$ cat config.mk
export PLATFORM = sky130hd
export DESIGN_NAME = gnms_walker
export DESIGN_NICKNAME = d
export VERILOG_FILES = /design/src/sv/gnms_pkg.sv /design/src/sv/gnms_walker.sv
export SDC_FILE = /design/constraint.sdc
export NUM_CORES = 1
export LEC_CHECK = 0
export ABC_AREA = 1
export ABC_CLOCK_PERIOD_IN_PS = 6200
export BUFFER_PORTS_ARGS = -buffer_cell sky130_fd_sc_hd__buf_2
export CORE_MARGIN = 1.5
export CORE_UTILIZATION = 65
export DETAILED_ROUTE_END_ITERATION = 16
export PLACE_DENSITY_LB_ADDON = 0.12
export SLEW_MARGIN = 0
export SYNTH_ARGS = -nofsm -noshare
export SYNTH_HDL_FRONTEND = slang
export SYNTH_SLANG_ARGS = --single-unit
$ cat constraint.sdc
create_clock -name clk -period 6.2 [get_ports clk]
set_input_delay 0.62 -clock clk [delete_from_list [all_inputs] [get_ports clk]]
set_output_delay 0.62 -clock clk [all_outputs]
set_load 0.02 [all_outputs]
$ cat src/sv/gnms_pkg.sv
// gnms_pkg: shared types, codes and helpers for the grid nearest-match search.
// No dependencies; imported by gnms_walker, grid_nearest_match_search, gnms_checker and the testbench.
package gnms_pkg;

	localparam int COORD_W    = 6;
	localparam int KIND_W     = 4;
	localparam int KIND_PAD_W = 8;
	localparam int SCOORD_W   = COORD_W + 2;

	typedef logic [COORD_W-1:0]          coord_t;
	typedef logic signed [SCOORD_W-1:0]  scoord_t;

	typedef enum logic [1:0] {
		REQ_WRITE  = 2'd0,
		REQ_READ   = 2'd1,
		REQ_SEARCH = 2'd2,
		REQ_NONE   = 2'd3
	} req_t;

	typedef enum logic [1:0] {
		CFG_START_X = 2'd0,
		CFG_START_Y = 2'd1,
		CFG_END_X   = 2'd2,
		CFG_END_Y   = 2'd3
	} cfg_idx_t;

	typedef enum logic [2:0] {
		ST_CLEAR,
		ST_IDLE,
		ST_READ,
		ST_SEARCH,
		ST_EMIT
	} state_t;

	typedef struct packed {
		coord_t start_x;
		coord_t start_y;
		coord_t end_x;
		coord_t end_y;
	} bounds_t;

	typedef struct packed {
		logic   done;
		logic   found;
		coord_t fx;
		coord_t fy;
	} walk_res_t;

	function automatic scoord_t to_s(coord_t v);
		return scoord_t'({2'b00, v});
	endfunction

	// coordinate lies inside the grid and inside [lo, hi]
	function automatic logic coord_ok(scoord_t v, coord_t lo, coord_t hi, int lim);
		return (v >= 0) && (int'(v) < lim) && (v >= to_s(lo)) && (v <= to_s(hi));
	endfunction

endpackage

$ cat src/sv/gnms_walker.sv
// gnms_walker: ring-by-ring probe generator and match check for the search.
// Depends on gnms_pkg; reads through the grid memory's registered port.
module gnms_walker import gnms_pkg::*; #(
	parameter int GRID_W    = 64,
	parameter int GRID_H    = 64,
	parameter int KIND_BITS = 4,
	parameter int AW        = 12
) (
	input  logic                 clk,
	input  logic                 arst_n,
	input  logic                 start,
	input  coord_t               cx,
	input  coord_t               cy,
	input  logic [KIND_BITS-1:0] kind,
	input  bounds_t              bnd,
	input  logic [KIND_BITS-1:0] rdata,
	output logic [AW-1:0]        raddr,
	output walk_res_t            res
);

	logic                 active_q;
	logic                 gen_end_q;
	logic [COORD_W:0]     r_q;
	scoord_t              x_q, y_q, cx_q, cy_q;
	logic [KIND_BITS-1:0] kind_q;
	logic                 pv_s1;
	coord_t               px_s1, py_s1;

	scoord_t r_s, lo_x, hi_x, lo_y, hi_y;
	logic    x_ok, y_ok, edge_col, covered, match, col_last, ring_last, step, empty;

	always_comb begin
		r_s       = scoord_t'({1'b0, r_q});
		lo_x      = cx_q - r_s;
		hi_x      = cx_q + r_s;
		lo_y      = cy_q - r_s;
		hi_y      = cy_q + r_s;
		x_ok      = coord_ok(x_q, bnd.start_x, bnd.end_x, GRID_W);
		y_ok      = coord_ok(y_q, bnd.start_y, bnd.end_y, GRID_H);
		edge_col  = (x_q == lo_x) || (x_q == hi_x);
		covered   = (lo_x <= to_s(bnd.start_x)) && (hi_x >= to_s(bnd.end_x)) &&
			(lo_y <= to_s(bnd.start_y)) && (hi_y >= to_s(bnd.end_y));
		match     = pv_s1 && (rdata == kind_q);
		col_last  = !x_ok || (y_q == hi_y);
		ring_last = col_last && (x_q == hi_x);
		step      = active_q && !gen_end_q && !match;
		empty     = (bnd.start_x > bnd.end_x) || (bnd.start_y > bnd.end_y);
	end

	always_ff @(posedge clk or negedge arst_n) begin
		if (!arst_n) begin
			active_q  <= 1'b0;
			gen_end_q <= 1'b0;
			pv_s1     <= 1'b0;
		end else if (start) begin
			active_q  <= 1'b1;
			gen_end_q <= empty;
			pv_s1     <= 1'b0;
		end else if (active_q) begin
			if (match || gen_end_q) begin
				active_q <= 1'b0;
			end
			pv_s1 <= step && x_ok && y_ok;
			if (step && ring_last && covered) begin
				gen_end_q <= 1'b1;
			end
		end
	end

	always_ff @(posedge clk) begin
		if (start) begin
			r_q    <= '0;
			x_q    <= to_s(cx);
			y_q    <= to_s(cy);
			cx_q   <= to_s(cx);
			cy_q   <= to_s(cy);
			kind_q <= kind;
		end else if (step) begin
			if (ring_last) begin
				if (!covered) begin
					r_q <= r_q + 1'b1;
					x_q <= lo_x - scoord_t'(1);
					y_q <= lo_y - scoord_t'(1);
				end
			end else if (col_last) begin
				x_q <= x_q + scoord_t'(1);
				y_q <= lo_y;
			end else begin
				y_q <= edge_col ? y_q + scoord_t'(1) : hi_y;
			end
		end
		px_s1 <= x_q[COORD_W-1:0];
		py_s1 <= y_q[COORD_W-1:0];
	end

	assign raddr     = AW'(int'(y_q[COORD_W-1:0]) * GRID_W + int'(x_q[COORD_W-1:0]));
	assign res.done  = active_q && (match || gen_end_q);
	assign res.found = match;
	assign res.fx    = px_s1;
	assign res.fy    = py_s1;

endmodule

# After elaboration in Yosys (flattened, before gate mapping)
# Cells that the tools add are included.
[word_totals] register_bits=54 inputBits=47 out_inout_bits=26 wordCells=99
[op_classes] n_addsub=10 magnitude_cmp=14 eq_ne=6 n_mux=19 n_bitwise=1 reduce_logical=36
[op_table] cell="8-bit two-way mux" n=7
[op_table] cell="8-bit by 7-bit greater-or-equal comparator with 1-bit output" n=4
[op_table] cell="8-bit by 7-bit <= comparator with 1-bit output" n=4
[op_table] cell="8-bit equality test" n=3
[op_table] cell="6-bit two-way mux" n=4
[op_table] cell="1-bit logical AND" n=18
[op_table] cell="6-bit by 7-bit adder with 8-bit output" n=2
[op_table] cell="8-bit by 2-bit adder with 8-bit output (second input constant)" n=2
[op_table] cell="8-bit by 1-bit greater-or-equal comparator with 1-bit output (second input constant)" n=2
[op_table] cell="8-bit less-than comparator (second input constant)" n=2
[op_table] cell="6-bit by 7-bit subtractor with 8-bit output" n=2
[op_table] cell="8-bit by 2-bit subtractor with 8-bit output (second input constant)" n=2
[op_table] cell="12-bit by 6-bit adder with 12-bit output" n=1
[op_table] cell="6-bit > comparator" n=2
[op_table] cell="3-bit AND reduction" n=3
[op_table] cell="1-bit two-way mux" n=8
[op_table] cell="2-bit nonzero test" n=4
[op_table] cell="7-bit by 1-bit adder with 7-bit output (second input constant)" n=1
[op_table] cell="2-bit AND reduction" n=3
[op_table] cell="4-bit equality test" n=1
[op_table] cell="1-bit logical OR" n=4
[op_table] cell="1-bit zero test" n=3
[op_table] cell="3-bit != test (second input constant)" n=1
[op_table] cell="3-bit nonzero test" n=1
[op_table] cell="other kinds (2)" n=2

# Depth between registers and ports, before layout
[depth] depth_word=12 mapped_depth=25 mapped_depth_nobuf=25

# Least setup slack after synthesis
# Ideal clock, no wire load.
[synth_timing] path_type="reg-to-reg" from="register r_q[2]" to="register y_q[0], enable pin" arrival_time_ns=2.747 required_ns=5.912 path_slack_ns=3.166 path_stages_with_launch=23 path_buffers=1 synth_period_minus_slack_ns=3.034 path_cell_list="dfxtp_1 > inv_1 > ha_1 > buf_4 > a21oi_1 > nand2_1 > nand2_1 > nand3_1 > nand2_1 > inv_1 > ha_1 > nand2_1 > inv_1 > nand2_1 > nand2_1 > nand2_1 > nand2_1 > a21oi_1 > nand4_1 > inv_1 > nand3_1 > nand2_1 > nand2_1"
[synth_between] elab_chain_cells=7
[synth_rtl] item="start, declared" line="gnms_walker.sv:23" rtl="logic [COORD_W:0] r_q;"
[synth_rtl] item="start signal, assigned" line="gnms_walker.sv:81" rtl="r_q <= r_q + 1'b1;"
[synth_rtl] item="6-bit by 7-bit subtractor with 8-bit output / 6-bit by 7-bit adder with 8-bit output (equally long branches)" line="gnms_walker.sv:34, gnms_walker.sv:35"
[synth_rtl] item="8-bit by 7-bit <= comparator with 1-bit output / 8-bit by 7-bit greater-or-equal comparator with 1-bit output (equally long branches)" line="gnms_walker.sv:41" rtl="covered = (lo_x <= to_s(bnd.start_x)) && (hi_x >= to_s(bnd.end_x)) &&"
[synth_rtl] item="1-bit logical AND (2 in series)" line="gnms_walker.sv:41"
[synth_rtl] item="1-bit logical AND" line="gnms_walker.sv:42" rtl="(lo_y <= to_s(bnd.start_y)) && (hi_y >= to_s(bnd.end_y));"
[synth_rtl] item="3-bit != test (no line) (*)"
[synth_rtl] item="2-bit AND reduction (no line) (*)"
[synth_rtl] item="end signal, assigned" line="gnms_walker.sv:74" rtl="y_q <= to_s(cy);"
[synth_rtl] item="end signal, assigned" line="gnms_walker.sv:83" rtl="y_q <= lo_y - scoord_t'(1);"
[synth_rtl] item="end signal, assigned" line="gnms_walker.sv:87" rtl="y_q <= lo_y;"
[synth_rtl] item="end, declared" line="gnms_walker.sv:24" rtl="scoord_t x_q, y_q, cx_q, cy_q;"
# Mark *: on every way between the ends. The rest lies on a longest branch, timed or not.
# A chain may end at the register's enable or synchronous reset.

# Final worst setup path
[layout_timing] from="register r_q[1]" to="register x_q[0], enable pin"
[layout_between] elab_chain_cells=7
[layout_rtl] item="6-bit by 7-bit subtractor with 8-bit output / 6-bit by 7-bit adder with 8-bit output (equally long branches)" line="gnms_walker.sv:34, gnms_walker.sv:35"
[layout_rtl] item="8-bit by 7-bit <= comparator with 1-bit output / 8-bit by 7-bit greater-or-equal comparator with 1-bit output (equally long branches)" line="gnms_walker.sv:41"
[layout_rtl] item="1-bit logical AND (2 in series)" line="gnms_walker.sv:41"
[layout_rtl] item="1-bit logical AND" line="gnms_walker.sv:42"
[layout_rtl] item="3-bit != test (no line)"
[layout_rtl] item="3-bit AND reduction (no line) (*)"
[layout_rtl] item="end signal, assigned" line="gnms_walker.sv:73" rtl="x_q <= to_s(cx);"
[layout_rtl] item="end signal, assigned" line="gnms_walker.sv:82" rtl="x_q <= lo_x - scoord_t'(1);"
[layout_rtl] item="end signal, assigned" line="gnms_walker.sv:86" rtl="x_q <= x_q + scoord_t'(1);"
[layout_rtl] item="end, declared" line="gnms_walker.sv:24"
# Marked as above.

==> flow_metrics.py <==
metrics = {
    "run_status": {
        "status": "finished, final reports clean",
    },
    "critical_path": {
        "cp_common_cell": "nand2_1",
        "critPathLaunch": "r_q[1]",
        "r2r-end": "x_q[0]",
        "max_stage_delay_ns": 0.50,
        "path_cells": "inv_1 > ha_1 > nand3_1 > nand2_1 > nand2_1 > nand2_1 > nand2_1 > nand2_1 > inv_1 > ha_1 > a21oi_1 > nand2_1 > nand2_1 > nand2_1 > a21oi_1 > nand4_1 > inv_1 > nand3_1 > nand3_1 > nand2_1",
        "worstSetupEndpoint": "x_q[0]",
        "crit_fanout": 7,
        "crit_arrival_ns": 3.69,
        "start_kind": "flop",
        "rr_worst_depth": 20,
        "worstPathRequired_ns": 6.21,
        "worstSetupEndpointType": "flop",
        "crit_type": "reg -> reg",
        "ff2ff_setup_slack_ns": 2.52,
        "cp_slowest_cell": "dfxtp_1",
        "r2r-start": "r_q[1]",
    },
    "job": {
        "maxCapViolCount": 0,
    },
    "sta": {
        "drv_slew": 0,
        "tightest_slew_ns": 0.787,
        "finalCriticalPeriod_ns": 3.68,
        "post-route-period-util_pct": 59.4,
        "max_slew_margin_pct": 47.2,
        "fmax_mhz": 272,
        "grt_setup_unrepaired": "false",
        "tns_ns": 0,
        "hold_violations": 0,
        "setup_viol": 0,
        "fin_skew_ns": 0.00621,
    },
    "placement": {
        "postPlaceCellArea_um2": 6440,
        "place_congestion": 1.03,
        "io_buffers": 72,
        "dp_hpwl_mm": 13.3,
    },
    "logic_synthesis": {
        "ys_types": 44,
        "ys_async_sr_fraction_pct": 5.56,
        "syn_avg_cell_area_um2": 6.91,
        "syn_nets": 1027,
        "dominantRegCellSynth": "edfxtp_1",
        "syn-cell-area_um2": 6090,
        "synth_warnings": 0,
        "ys_ff_latch": 54,
        "synthCells": 881,
        "ys_seq_area_share_pct": 22.6,
        "synth_edf_count": 28,
    },
    "clock_network": {
        "clock-sinks": 54,
        "cts_max_level": 2,
        "cts_resized": 0,
        "clk_latency_ns": 0.32,
        "holdBufCountCts": 0,
        "numCtsBuffers": 5,
        "cts_setup_buffers": 0,
        "clockBufferDepth": 2,
        "path_clk_slew_ns": 0.10,
        "cts_root_buf": "clkbuf_8",
        "cts_tree": "built",
    },
    "floorplanning": {
        "die_w_um": 99.8,
        "fp.dieArea_um2": 9960,
        "core.rowCount": 35,
        "io-pin-count": 73,
        "initial_core_util_pct": 66.5,
        "die_height_um": 99.8,
        "coreArea_um2": 9150,
    },
    "routing": {
        "routed_wl_mm": 16.2,
        "drc_errors": 0,
        "antenna_left": 0,
        "via_count": 6006,
        "first_pass_iters": 5,
        "first_iter_violations": 391,
        "viasPerCell": 5.73,
        "drt-wirelength-per-cell_um": 15.4,
    },
    "worst_hold_path": {
        "hold_path.class": "in -> async",
    },
    "grt": {
        "grt_pass1_vias": 5595,
        "grtUsageTotal_pct": 33.4,
        "grt_first_pass_wirelength_mm": 26.3,
        "grt_max_degree": 33,
        "grt-ovfl-total": 0,
        "antenna_found_initial": 0,
    },
    "layout": {
        "design_area_um2": 6550,
        "syn_to_final_growth_pct": 7.50,
        "final_cell_mix": "nand2_1, inv_1, ha_1, nand3_1, nor2_1",
        "layout-drive-gt1-share_pct": 11.6,
        "antenna_cells": 0,
        "finalNetCount": 1083,
        "layout_commonest_cell": "nand2_1",
    },
    "power_and_ir_drop": {
        "cellPowerDensity_nw_per_um2": 207,
        "irDropWorstVdd_mv": 0.120,
        "cellLeakagePower_nw": 3.50,
        "power.total_mw": 1.36,
    },
}
-- sequential cells by signal, summed over array words and instances, names as in the netlist --
name and count:
x_q 8, y_q 8, r_q 7, cx_q 6, cy_q 6, px_s1 6, py_s1 6, kind_q 4
active_q 1, gen_end_q 1, pv_s1 1
-- kinds of logic (layout without fill, tap and decap cells) --
group | count (synthesis) | count (layout) | synth area share, %
DFF | 54 | 54 | 22.6
and+or+nand+nor | 437 | 437 | 31.2
buffers and inverters | 154 | 211 | 10.6
xor gates and xnor gates | 34 | 34 | 4.89
adders and majority gates | 99 | 99 | 21.0
AOI/OAI and AO/OA | 103 | 103 | 9.72
-- report_power, final --
part	internal, mW	total (mW)	switching, mW
combinational	0.229	0.631	0.402
clock	0.119	0.246	0.126
sequential	0.424	0.479	0.0548
-- metrics by stage --
stage                     hold slack [ns]  std cells  setup WS, ns  utilization [%]
after floorplan                     0.324        881          3.17                -
after global placement              0.415       1041          2.79             70.3
after detailed placement            0.419       1041          2.59             70.3
after CTS                          0.0740       1049          2.58             71.5
after global routing               0.0657       1049          2.27             71.5
final                              0.0789       1049          2.52             71.5
-- Yosys cell counts, types with 8 or more instances --
| library cell | instances | share of area [%] |
|---|---|---|
| nor2_1 | 73 | 4.5 |
| xnor2_1 | 11 | 1.6 |
| nand2_1 | 234 | 14 |
| a21oi_1 | 45 | 3.7 |
| o21ai_0 | 24 | 2.0 |
| ha_1 | 94 | 19 |
| nand4_1 | 16 | 1.6 |
| nor3_1 | 8 | 0.66 |
| inv_1 | 124 | 7.6 |
| xor2_1 | 23 | 3.3 |
| buf_4 | 14 | 1.7 |
| nand3_1 | 85 | 7.0 |
| dfxtp_1 | 23 | 7.6 |
| edfxtp_1 | 28 | 14 |
-- critical path: cells and delay by family (launching register included) --
| kind | cells | cell delay (ns) |
|---|---|---|
| AND/OR/NAND/NOR | 13 | 1.41 |
| flip-flops | 1 | 0.50 |
| adder cells (fa/ha/maj) | 2 | 0.65 |
| AO/OA/AOI/OAI | 2 | 0.33 |
| buffers and inverters | 3 | 0.48 |
-- cell type report --
type	instances	area, um2
inverter	131	497
clock inverter	3	40.0
sequential	54	1380
tap	111	139
fill	791	2610
multi-input combinational	673	4070
clock buffer	5	68.8
timing repair buffer	72	360
-- how the worst min path moves through the flow --
stage / cells past startpoint / to / slack [ns] / start
after floorplan: 0 / active_q / 0.32 / arst_n
after global placement: 1 / active_q / 0.41 / arst_n
after detailed placement: 1 / pv_s1 / 0.42 / arst_n
after CTS: 1 / gen_end_q / 0.07 / arst_n
after global routing: 1 / active_q / 0.07 / arst_n
final: 1 / gen_end_q / 0.08 / arst_n
-- metal layers --
metal | track usage [%] | wire length [um]
met1 | 45.8 | 7250
met2 | 53.6 | 6990
met3 | 4.94 | 1440
met4 | 12.4 | 493
met5 | 0 | 0
(Power assumes the default switching activity.)
